===== src/rtl/core/pdts_pkg.sv =====
// Shared types, constants and calendar functions for the packed date converter.
package pdts_pkg;

	// Field widths.
	localparam int STAMP_W = 40;
	localparam int DAY_W   = 21;
	localparam int TIME_W  = 20;
	localparam int SEC_W   = 32;
	localparam int DAYS_W  = 15;
	localparam int PROD_W  = 53;

	// Calendar constants.
	localparam longint DAY_SPLIT        = 1000000;
	localparam int     SECONDS_PER_DAY  = 86400;
	localparam int     FIRST_YEAR       = 16;
	localparam int     COMMON_YEAR_DAYS = 365;
	localparam int     SIXTY            = 60;

	// Reciprocals for exact division by 100 and by 10000 of values below 2^32.
	localparam logic [31:0] RECIP_100  = 32'h51EB_851F;
	localparam int          SHIFT_100  = 37;
	localparam logic [31:0] RECIP_10K  = 32'hD1B7_1759;
	localparam int          SHIFT_10K  = 45;

	// Reciprocal of one million scaled by 2^46, applied to the stamp without its low
	// 14 bits; the estimate it gives is the quotient or one less.
	localparam int          HI_SHIFT   = 14;
	localparam int          HI_W       = STAMP_W - HI_SHIFT;
	localparam int          RECIP_1M_W = 27;
	localparam logic [26:0] RECIP_1M   = 27'd70368744;
	localparam int          SHIFT_1M   = 32;
	localparam int          EST_PROD_W = HI_W + RECIP_1M_W;
	localparam int          REM_W      = TIME_W + 1;

	// Pipeline and queue sizes.
	localparam int FRONT_STAGES = 3;
	localparam int MID_DEPTH    = 4;
	localparam int MID_AW       = $clog2(MID_DEPTH);
	localparam int BACK_STAGES  = 4;
	localparam int OUT_DEPTH    = 4;
	localparam int OUT_AW       = $clog2(OUT_DEPTH);
	localparam int ITEM_CAPACITY = FRONT_STAGES + MID_DEPTH + BACK_STAGES + OUT_DEPTH;

	// Word handed from the splitting front end to the calendar back end.
	typedef struct packed {
		logic [DAY_W-1:0]  day_part;
		logic [TIME_W-1:0] time_part;
	} mid_word_t;

	// Days in all whole years from the first year up to the year before yy.
	function automatic logic [DAYS_W-1:0] year_days(input logic [6:0] yy);
		logic [6:0]  n;
		logic [16:0] acc;
		n = (yy > 7'(FIRST_YEAR)) ? 7'(yy - 7'(FIRST_YEAR)) : 7'd0;
		acc = 17'(n) * 17'(COMMON_YEAR_DAYS) + 17'((8'(n) + 8'd3) >> 2);
		return acc[DAYS_W-1:0];
	endfunction

	// Days in the months elapsed before mm; February counts 29 in a leap year.
	function automatic logic [8:0] month_days(input logic [6:0] mm, input logic leap);
		logic [8:0] base;
		unique case (mm)
			7'd0, 7'd1: base = 9'd0;
			7'd2:       base = 9'd31;
			7'd3:       base = 9'd59;
			7'd4:       base = 9'd90;
			7'd5:       base = 9'd120;
			7'd6:       base = 9'd151;
			7'd7:       base = 9'd181;
			7'd8:       base = 9'd212;
			7'd9:       base = 9'd243;
			7'd10:      base = 9'd273;
			7'd11:      base = 9'd304;
			default:    base = 9'd334;
		endcase
		return base + 9'((leap && (mm >= 7'd3)) ? 1 : 0);
	endfunction

endpackage


===== src/rtl/core/pdts_front.sv =====
// Front end: accepts packed stamps and splits them into day and time parts.
module pdts_front (
	input  logic                            clk,
	input  logic                            arst_n,
	input  logic                            push,
	input  logic [pdts_pkg::STAMP_W-1:0]    packed_stamp,
	output logic                            full,
	output logic                            mid_wr,
	output pdts_pkg::mid_word_t             mid_word,
	input  logic                            mid_full
);
	import pdts_pkg::*;

	logic                  adv;
	logic [EST_PROD_W-1:0] est_prod;
	logic [REM_W-1:0]      rem_raw;
	logic                  take;

	logic                  vld_s1;
	logic [DAY_W-1:0]      est_s1;
	logic [REM_W-1:0]      low_s1;
	logic                  vld_s2;
	logic [DAY_W-1:0]      est_s2;
	logic [REM_W-1:0]      low_s2;
	logic [REM_W-1:0]      sub_s2;
	logic                  vld_s3;
	logic [DAY_W-1:0]      quo_s3;
	logic [TIME_W-1:0]     rem_s3;

	// The whole front end moves together unless its last word cannot leave.
	assign adv    = !(vld_s3 && mid_full);
	assign full   = !adv;
	assign mid_wr = vld_s3 && !mid_full;
	assign mid_word.day_part  = quo_s3;
	assign mid_word.time_part = rem_s3;

	// Quotient estimate by one million from the high stamp bits.
	assign est_prod = EST_PROD_W'(packed_stamp[STAMP_W-1:HI_SHIFT]) * EST_PROD_W'(RECIP_1M);

	// The remainder of the estimate is below two million, so its low bits are enough.
	assign rem_raw = low_s2 - sub_s2;
	assign take    = rem_raw >= REM_W'(DAY_SPLIT);

	// Valid bits of the pipeline.
	always_ff @(posedge clk or negedge arst_n) begin
		if (!arst_n) begin
			vld_s1 <= 1'b0;
			vld_s2 <= 1'b0;
			vld_s3 <= 1'b0;
		end else if (adv) begin
			vld_s1 <= push;
			vld_s2 <= vld_s1;
			vld_s3 <= vld_s2;
		end
	end

	// Estimate, back-multiply, then one correction step.
	always_ff @(posedge clk) begin
		if (adv) begin
			est_s1 <= est_prod[SHIFT_1M+DAY_W-1:SHIFT_1M];
			low_s1 <= packed_stamp[REM_W-1:0];
			est_s2 <= est_s1;
			low_s2 <= low_s1;
			sub_s2 <= REM_W'(REM_W'(est_s1) * REM_W'(DAY_SPLIT));
			quo_s3 <= take ? est_s2 + 1'b1 : est_s2;
			rem_s3 <= take ? TIME_W'(rem_raw - REM_W'(DAY_SPLIT)) : rem_raw[TIME_W-1:0];
		end
	end

endmodule


===== src/rtl/core/pdts_mid_queue.sv =====
// Short queue that decouples the splitting front end from the calendar back end.
module pdts_mid_queue (
	input  logic                clk,
	input  logic                arst_n,
	input  logic                wr_en,
	input  pdts_pkg::mid_word_t wr_word,
	output logic                full,
	input  logic                rd_en,
	output pdts_pkg::mid_word_t rd_word,
	output logic                empty
);
	import pdts_pkg::*;

	mid_word_t         mem_q [MID_DEPTH];
	logic [MID_AW-1:0] wr_ptr_q;
	logic [MID_AW-1:0] rd_ptr_q;
	logic [MID_AW:0]   cnt_q;

	assign full    = cnt_q == (MID_AW+1)'(MID_DEPTH);
	assign empty   = cnt_q == '0;
	assign rd_word = mem_q[rd_ptr_q];

	// Pointers and fill count.
	always_ff @(posedge clk or negedge arst_n) begin
		if (!arst_n) begin
			wr_ptr_q <= '0;
			rd_ptr_q <= '0;
			cnt_q    <= '0;
		end else begin
			if (wr_en) begin
				wr_ptr_q <= wr_ptr_q + 1'b1;
			end
			if (rd_en) begin
				rd_ptr_q <= rd_ptr_q + 1'b1;
			end
			if (wr_en && !rd_en) begin
				cnt_q <= cnt_q + 1'b1;
			end else if (rd_en && !wr_en) begin
				cnt_q <= cnt_q - 1'b1;
			end
		end
	end

	// Storage.
	always_ff @(posedge clk) begin
		if (wr_en) begin
			mem_q[wr_ptr_q] <= wr_word;
		end
	end

endmodule


===== src/rtl/core/pdts_back.sv =====
// Back end: decodes the decimal fields, counts days and seconds, and queues results.
module pdts_back (
	input  logic                         clk,
	input  logic                         arst_n,
	input  pdts_pkg::mid_word_t          mid_word,
	input  logic                         mid_empty,
	output logic                         mid_rd,
	output logic                         empty,
	input  logic                         pop,
	output logic [pdts_pkg::SEC_W-1:0]   seconds_count
);
	import pdts_pkg::*;

	logic en;
	logic out_full;

	// Stage 1: reciprocal products.
	logic              v_s1;
	logic [DAY_W-1:0]  day_s1;
	logic [TIME_W-1:0] tim_s1;
	logic [13:0]       dq100_s1;
	logic [6:0]        dq10k_s1;
	logic [13:0]       tq100_s1;
	logic [6:0]        tq10k_s1;
	logic [PROD_W-1:0] dp100;
	logic [PROD_W-1:0] dp10k;
	logic [PROD_W-1:0] tp100;
	logic [PROD_W-1:0] tp10k;

	// Stage 2: decimal fields.
	logic              v_s2;
	logic [6:0]        dd_s2;
	logic [6:0]        mm_s2;
	logic [6:0]        yy_s2;
	logic [6:0]        hh_s2;
	logic [6:0]        mn_s2;
	logic [6:0]        ss_s2;
	logic [DAY_W-1:0]  dd_full;
	logic [13:0]       mm_full;
	logic [TIME_W-1:0] ss_full;
	logic [13:0]       mn_full;

	// Stage 3: day count and hour-minute count.
	logic              v_s3;
	logic [DAYS_W-1:0] days_s3;
	logic [12:0]       hm_s3;
	logic [6:0]        ss_s3;

	// Stage 4: seconds from days and from the time of day.
	logic              v_s4;
	logic [SEC_W-1:0]  day_sec_s4;
	logic [18:0]       tod_sec_s4;

	// Result queue.
	logic [SEC_W-1:0]  out_mem_q [OUT_DEPTH];
	logic [OUT_AW-1:0] out_wr_q;
	logic [OUT_AW-1:0] out_rd_q;
	logic [OUT_AW:0]   out_cnt_q;
	logic              out_wr;
	logic              out_rd;
	logic [SEC_W:0]    total;

	// The pipeline moves together unless the finished word cannot enter the result queue.
	assign en     = !(v_s4 && out_full);
	assign mid_rd = en && !mid_empty;

	assign dp100 = PROD_W'(mid_word.day_part)  * PROD_W'(RECIP_100);
	assign dp10k = PROD_W'(mid_word.day_part)  * PROD_W'(RECIP_10K);
	assign tp100 = PROD_W'(mid_word.time_part) * PROD_W'(RECIP_100);
	assign tp10k = PROD_W'(mid_word.time_part) * PROD_W'(RECIP_10K);

	assign dd_full = day_s1 - DAY_W'(DAY_W'(dq100_s1) * DAY_W'(100));
	assign mm_full = dq100_s1 - 14'(14'(dq10k_s1) * 14'd100);
	assign ss_full = tim_s1 - TIME_W'(TIME_W'(tq100_s1) * TIME_W'(100));
	assign mn_full = tq100_s1 - 14'(14'(tq10k_s1) * 14'd100);

	// Valid bits of the pipeline.
	always_ff @(posedge clk or negedge arst_n) begin
		if (!arst_n) begin
			v_s1 <= 1'b0;
			v_s2 <= 1'b0;
			v_s3 <= 1'b0;
			v_s4 <= 1'b0;
		end else if (en) begin
			v_s1 <= mid_rd;
			v_s2 <= v_s1;
			v_s3 <= v_s2;
			v_s4 <= v_s3;
		end
	end

	// Datapath registers.
	always_ff @(posedge clk) begin
		if (en) begin
			day_s1   <= mid_word.day_part;
			tim_s1   <= mid_word.time_part;
			dq100_s1 <= dp100[SHIFT_100+13:SHIFT_100];
			dq10k_s1 <= dp10k[SHIFT_10K+6:SHIFT_10K];
			tq100_s1 <= tp100[SHIFT_100+13:SHIFT_100];
			tq10k_s1 <= tp10k[SHIFT_10K+6:SHIFT_10K];

			dd_s2 <= dd_full[6:0];
			mm_s2 <= mm_full[6:0];
			yy_s2 <= (dq10k_s1 >= 7'd100) ? 7'(dq10k_s1 - 7'd100) : dq10k_s1;
			hh_s2 <= tq10k_s1;
			mn_s2 <= mn_full[6:0];
			ss_s2 <= ss_full[6:0];

			days_s3 <= year_days(yy_s2) + DAYS_W'(month_days(mm_s2, yy_s2[1:0] == 2'b00))
				+ DAYS_W'(dd_s2);
			hm_s3   <= 13'(13'(hh_s2) * 13'(SIXTY)) + 13'(mn_s2);
			ss_s3   <= ss_s2;

			day_sec_s4 <= SEC_W'(SEC_W'(days_s3) * SEC_W'(SECONDS_PER_DAY));
			tod_sec_s4 <= 19'(19'(hm_s3) * 19'(SIXTY)) + 19'(ss_s3);
		end
	end

	// Result queue control.
	assign total         = (SEC_W+1)'(day_sec_s4) + (SEC_W+1)'(tod_sec_s4);
	assign out_full      = out_cnt_q == (OUT_AW+1)'(OUT_DEPTH);
	assign empty         = out_cnt_q == '0;
	assign out_wr        = v_s4 && !out_full;
	assign out_rd        = pop && !empty;
	assign seconds_count = out_mem_q[out_rd_q];

	always_ff @(posedge clk or negedge arst_n) begin
		if (!arst_n) begin
			out_wr_q  <= '0;
			out_rd_q  <= '0;
			out_cnt_q <= '0;
		end else begin
			if (out_wr) begin
				out_wr_q <= out_wr_q + 1'b1;
			end
			if (out_rd) begin
				out_rd_q <= out_rd_q + 1'b1;
			end
			if (out_wr && !out_rd) begin
				out_cnt_q <= out_cnt_q + 1'b1;
			end else if (out_rd && !out_wr) begin
				out_cnt_q <= out_cnt_q - 1'b1;
			end
		end
	end

	// Result storage; the sum is masked to 32 bits.
	always_ff @(posedge clk) begin
		if (out_wr) begin
			out_mem_q[out_wr_q] <= total[SEC_W-1:0];
		end
	end

endmodule


===== src/rtl/core/packed_date_to_seconds.sv =====
// Top level of the packed date to seconds converter.
// A producer writes YYMMDDhhmmss stamps, held as one binary number in a 40-bit word,
// with push while full is low; every accepted word yields exactly one result word.
// Results come out in order as from a queue: seconds_count is valid while empty is
// low and is taken with pop. Digits above YY are dropped as century.
// A word passes through the front end, the middle queue, the back end and the
// result queue. When nothing stalls, one word is taken per cycle: a 3-stage
// front end divides by one million with a reciprocal multiply and one correction
// step, and a 4-stage back end with reciprocal multipliers decodes the fields
// and counts days and seconds.
// A four-word queue sits between the two halves and a four-word result queue
// sits at the output, so a stalled receiver first fills the result queue; then the
// back end holds, the middle queue fills and full rises to stop the producer.
// No word is lost or repeated under any pattern of push and pop.
// Reset clears all valid bits and queue pointers; the block is ready as soon as
// reset is released.
module packed_date_to_seconds (
	input  logic                           clk,
	input  logic                           arst_n,
	input  logic                           push,
	output logic                           full,
	input  logic [pdts_pkg::STAMP_W-1:0]   packed_stamp,
	output logic                           empty,
	input  logic                           pop,
	output logic [pdts_pkg::SEC_W-1:0]     seconds_count
);
	import pdts_pkg::*;

	logic      mid_wr;
	logic      mid_rd;
	logic      mid_full;
	logic      mid_empty;
	mid_word_t front_word;
	mid_word_t back_word;

	// Front end: splits stamps into day and time parts.
	pdts_front u_front (
		.clk          (clk),
		.arst_n       (arst_n),
		.push         (push),
		.packed_stamp (packed_stamp),
		.full         (full),
		.mid_wr       (mid_wr),
		.mid_word     (front_word),
		.mid_full     (mid_full)
	);

	// Queue between the two halves.
	pdts_mid_queue u_mid (
		.clk     (clk),
		.arst_n  (arst_n),
		.wr_en   (mid_wr),
		.wr_word (front_word),
		.full    (mid_full),
		.rd_en   (mid_rd),
		.rd_word (back_word),
		.empty   (mid_empty)
	);

	// Back end: calendar arithmetic and result queue.
	pdts_back u_back (
		.clk           (clk),
		.arst_n        (arst_n),
		.mid_word      (back_word),
		.mid_empty     (mid_empty),
		.mid_rd        (mid_rd),
		.empty         (empty),
		.pop           (pop),
		.seconds_count (seconds_count)
	);

endmodule


===== config.mk =====
export PLATFORM = sky130hd
export DESIGN_NAME = packed_date_to_seconds
export DESIGN_NICKNAME = d
export VERILOG_FILES = /design/src/rtl/core/pdts_pkg.sv /design/src/rtl/core/pdts_front.sv /design/src/rtl/core/pdts_mid_queue.sv /design/src/rtl/core/pdts_back.sv /design/src/rtl/core/packed_date_to_seconds.sv
export SDC_FILE = /design/constraint.sdc
export NUM_CORES = 2
export LEC_CHECK = 0
export BUFFER_PORTS_ARGS = -buffer_cell sky130_fd_sc_hd__buf_2
export CORE_UTILIZATION = 42
export CTS_CLUSTER_SIZE = 30
export DETAILED_ROUTE_END_ITERATION = 12
export PLACE_DENSITY = 0.65
export SLEW_MARGIN = 20
export SYNTH_ARGS = -nofsm -noshare
export SYNTH_HDL_FRONTEND = slang
export SYNTH_HIERARCHICAL = 1
export SYNTH_SLANG_ARGS = --single-unit

===== constraint.sdc =====
create_clock -name clk -period 8.7 [get_ports clk]
set_clock_uncertainty 0.2 [all_clocks]
set_input_delay 0.87 -clock clk [delete_from_list [all_inputs] [get_ports clk]]
set_output_delay 0.87 -clock clk [all_outputs]
set_load 0.005 [all_outputs]

==> summary.txt <==
Cells and area
  – Final #Nets: 9607
  – Share of layout cells above drive strength 1: 6.46%
  – Area Overhead vs Synth: 8.84%
  – Diode count: 0

Logic synthesis
  – Post-synth ARST share: 3.38%
  – Post-Syn Area: 78800 µm²
  – Syn_nets: 9349
  – Sequential share of the synthesized area: 23.5%
  – Main combinational cell family by area after synthesis: adder cells
  – Post-synth top area share: 31.8%
  – Post-synth cell types: 87
  – Syn Inst Count: 6726
  – Xor/xnor share of the synthesized area: 3.40%
  – Mean Syn Cell Area: 11.7 µm²
  – Post-synthesis simple-gate area fraction: 3.50%
  – Mux contribution to synthesized area: 2.26%
  – Adder-Cell Fraction of Synth Area: 52.9%
  – Ys Warns: 6
  – Post-synthesis compound-gate area fraction: 4.72%
  – Area contributors post-synth: fa_1 32%, edfxtp_1 23%, ha_1 21%, inv_1 9.5%, xnor2_1 2.3%
  – Synth area leader: fa_1
  – Post-synth EDFFs: 592
  – #FFs+latches synth: 622
  – Main flop type after synthesis: edfxtp_1

Drt
  – DRC: 0
  – Initial DRC Count: 2206
  – Router iterations before antenna repair: 5
  – Routed len/inst: 20.7 µm
  – Detail Route Antenna Nets: 0
  – Routed vias: 47195
  – Routed WL: 197000 µm
  – Vias per Instance: 4.96

Status
  – Outcome: completed

Die
  – Die height: 435 µm
  – Top-Level Pins: 78
  – Initial Utilization: 42.4%
  – Die area: 189000 µm²
  – Die X-Extent: 435 µm
  – Core area: 186000 µm²
  – # rows: 158

Setup path
  – Slowest stage delay, CP: 0.68 ns
  – Worst endpoint required time: 8.91 ns
  – CP startpoint kind: register
  – Critical path depth: 25
  – Reg2Reg Depth: 25
  – Worst endpoint data arrival time: 8.55 ns
  – CP max FO: 23
  – CP max-delay cell: mux4_2
  – Crit end category: register
  – WS Path Type: reg2reg
  – Delay-heaviest family, CP: adder cells
  – Critical path buffer and inverter count: 7
  – Crit path top cell by count: fa_1

Timing
  – Worst Max-Slew Pin Slew: 1.02 ns
  – Crit path time final: 8.33 ns
  – Final period util: 95.8%
  – Hold Worst Slack: 0.161 ns
  – Max Slew Vio Count: 0
  – Fmax: 120 MHz
  – Final hold vios: 0
  – Relative slew slack: 31.7%
  – RSZ-0062 raised after global routing: no
  – Setup violators final: 0

Global routing
  – Congestion Overflow GR: 0
  – First-pass GRT wire length: 308000 µm
  – Initial antenna violation count: 3
  – GR Util All Layers: 21.4%
  – Largest net degree at the start of global routing: 138
  – Number of global-route vias before repair: 52472

Flow run
  – Max-cap violation count: 0

Hold path
  – HP Class: in2reg
  – Worst hold stages: 1

Clock tree
  – CTS tree: done
  – H-Tree Depth: 3
  – Worst skew pair latency: 0.70 ns
  – Worst-path clk slew: 0.08 ns
  – Clock sinks: 622
  – CTS Root Cell: clkbuf_16
  – CTS Buf Count: 72
  – CTS Buffer Depth: 3

Place
  – Placer congestion estimate: 1.01
  – Port bufs: 77
  – Half-perimeter wire length after placement: 170000 µm
-- per-layer routing --
metal  track usage [%]  routed length (µm)
met5                 0                   0
met1              27.8               84800
met4              6.72                6880
met3              2.50                7780
met2              37.2               97400
-- placed cells by master (no fill, tap or decap), types with 10 or more instances in the layout --
cell type / count
o21bai_1: 25
a31oi_1: 16
xnor2_1: 209
mux4_2: 70
inv_1: 1995
and2_1: 17
buf_2: 77
nand3_1: 65
bufinv_16: 10
nor2b_1: 23
nand2b_1: 21
a211oi_1: 16
xor2_1: 94
o21a_1: 25
buf_4: 135
edfxtp_1: 592
clkbuf_16: 72
nand2_1: 102
nor2_1: 131
and3_1: 28
ha_1: 1327
a21oi_1: 166
or2_2: 17
o21ai_0: 80
fa_1: 1252
dfrtp_1: 18
nand4_1: 32
a211o_1: 12
nor3_1: 53
a21o_1: 102
-- layout make-up --
type / instances / area [µm²]
Inverter: 1997 / 7500
Sequential cell: 622 / 18500
Timing Repair Buffer: 217 / 1490
Tap cell: 2480 / 3100
Multi-Input combinational cell: 4074 / 52600
Clock buffer: 81 / 1840
Clock inverter: 53 / 731
Fill cell: 17062 / 100000
-- what timing repair did --
action | 4_1_cts | 5_1_grt
resized for setup | 0 | 1
hold endpoints to repair | 20 | 0
hold buffers | 1 | 0
setup endpoints to repair | 0 | 5
setup buffers | 0 | 0
-- state kept, by name, indices dropped and copies added, names as in the netlist, 21 cells and up, named ones only --
| register | count |
|---|---|
| u_front/low_s2 | 21 |
| u_front/est_s2 | 21 |
| u_front/low_s1 | 21 |
| u_front/est_s1 | 21 |
| u_back/out_mem_q | 128 |
| u_mid/mem_q | 164 |
| u_front/quo_s3 | 21 |
| u_back/day_sec_s4 | 25 |
-- cells by family after synthesis --
kind of cell	count (synthesis)
buf+inv	2030
fa+ha+maj	2579
xor+xnor	304
flops	622
compound gates	560
mux	85
simple gates	546
-- cells in the mapped netlist (70+ instances only) --
master / instances
xnor2_1: 209
o21ai_0: 80
nand2_1: 103
nor2_1: 131
edfxtp_1: 592
xor2_1: 94
mux4_2: 70
ha_1: 1327
fa_1: 1252
a21oi_1: 166
a21o_1: 102
inv_1: 1996
-- path summary, 6_finish.rpt --
check | start | endpoint | slack [ns]
min in group asynchronous | arst_n | u_back/out_rd_q[0]$_DFFE_PN0P_ | 0.56
hold / removal | packed_stamp[2] | u_front/low_s1[2]$_DFFE_PN_ | 0.16
hold reg to reg | u_back/tq10k_s1[6]$_DFFE_PN_ | u_back/hh_s2[6]$_DFFE_PN_ | 0.21
max in group asynchronous | arst_n | u_mid/rd_ptr_q[0]$_DFFE_PN0P_ | 7.25
setup / recovery | u_mid/rd_ptr_q[0]$_DFFE_PN0P_ | u_back/tq10k_s1[3]$_DFFE_PN_ | 0.37
setup reg to reg | u_mid/rd_ptr_q[0]$_DFFE_PN0P_ | u_back/tq10k_s1[3]$_DFFE_PN_ | 0.37
-- stage by stage --
step                      instance area, µm²  instances  setup slack [ns]  util [%]  TNS, ns
after global routing                   85800       9524            0.0345      46.2        0
after CTS                              85800       9524             0.276      46.2        0
after detailed placement               83200       9389           -0.0439      44.8  -0.0439
after floorplan                        78800       6726              1.27         -        0
after global placement                 83200       9389            0.0660      44.8        0
final                                  85800       9524             0.366      46.2        0
-- worst reg2reg max path: stages, from the launching register on --
cell      delay, ns
dfrtp_4        0.60
buf_12         0.27
mux4_2         0.69
fa_1           0.63
inv_1          0.17
fa_1           0.60
inv_1          0.11
fa_1           0.55
inv_1          0.06
fa_1           0.57
inv_1          0.08
fa_1           0.54
inv_1          0.06
fa_1           0.42
inv_1          0.08
fa_1           0.42
ha_1           0.32
nand2_1        0.12
nor2_1         0.06
a221oi_1       0.31
o21a_1         0.19
o221ai_2       0.16
o31ai_4        0.41
o21bai_1       0.17
a21oi_1        0.21
xnor2_1        0.08
Power is not shown: default switching activity piles up to over one toggle a cycle in this logic, so the estimate is an artifact.
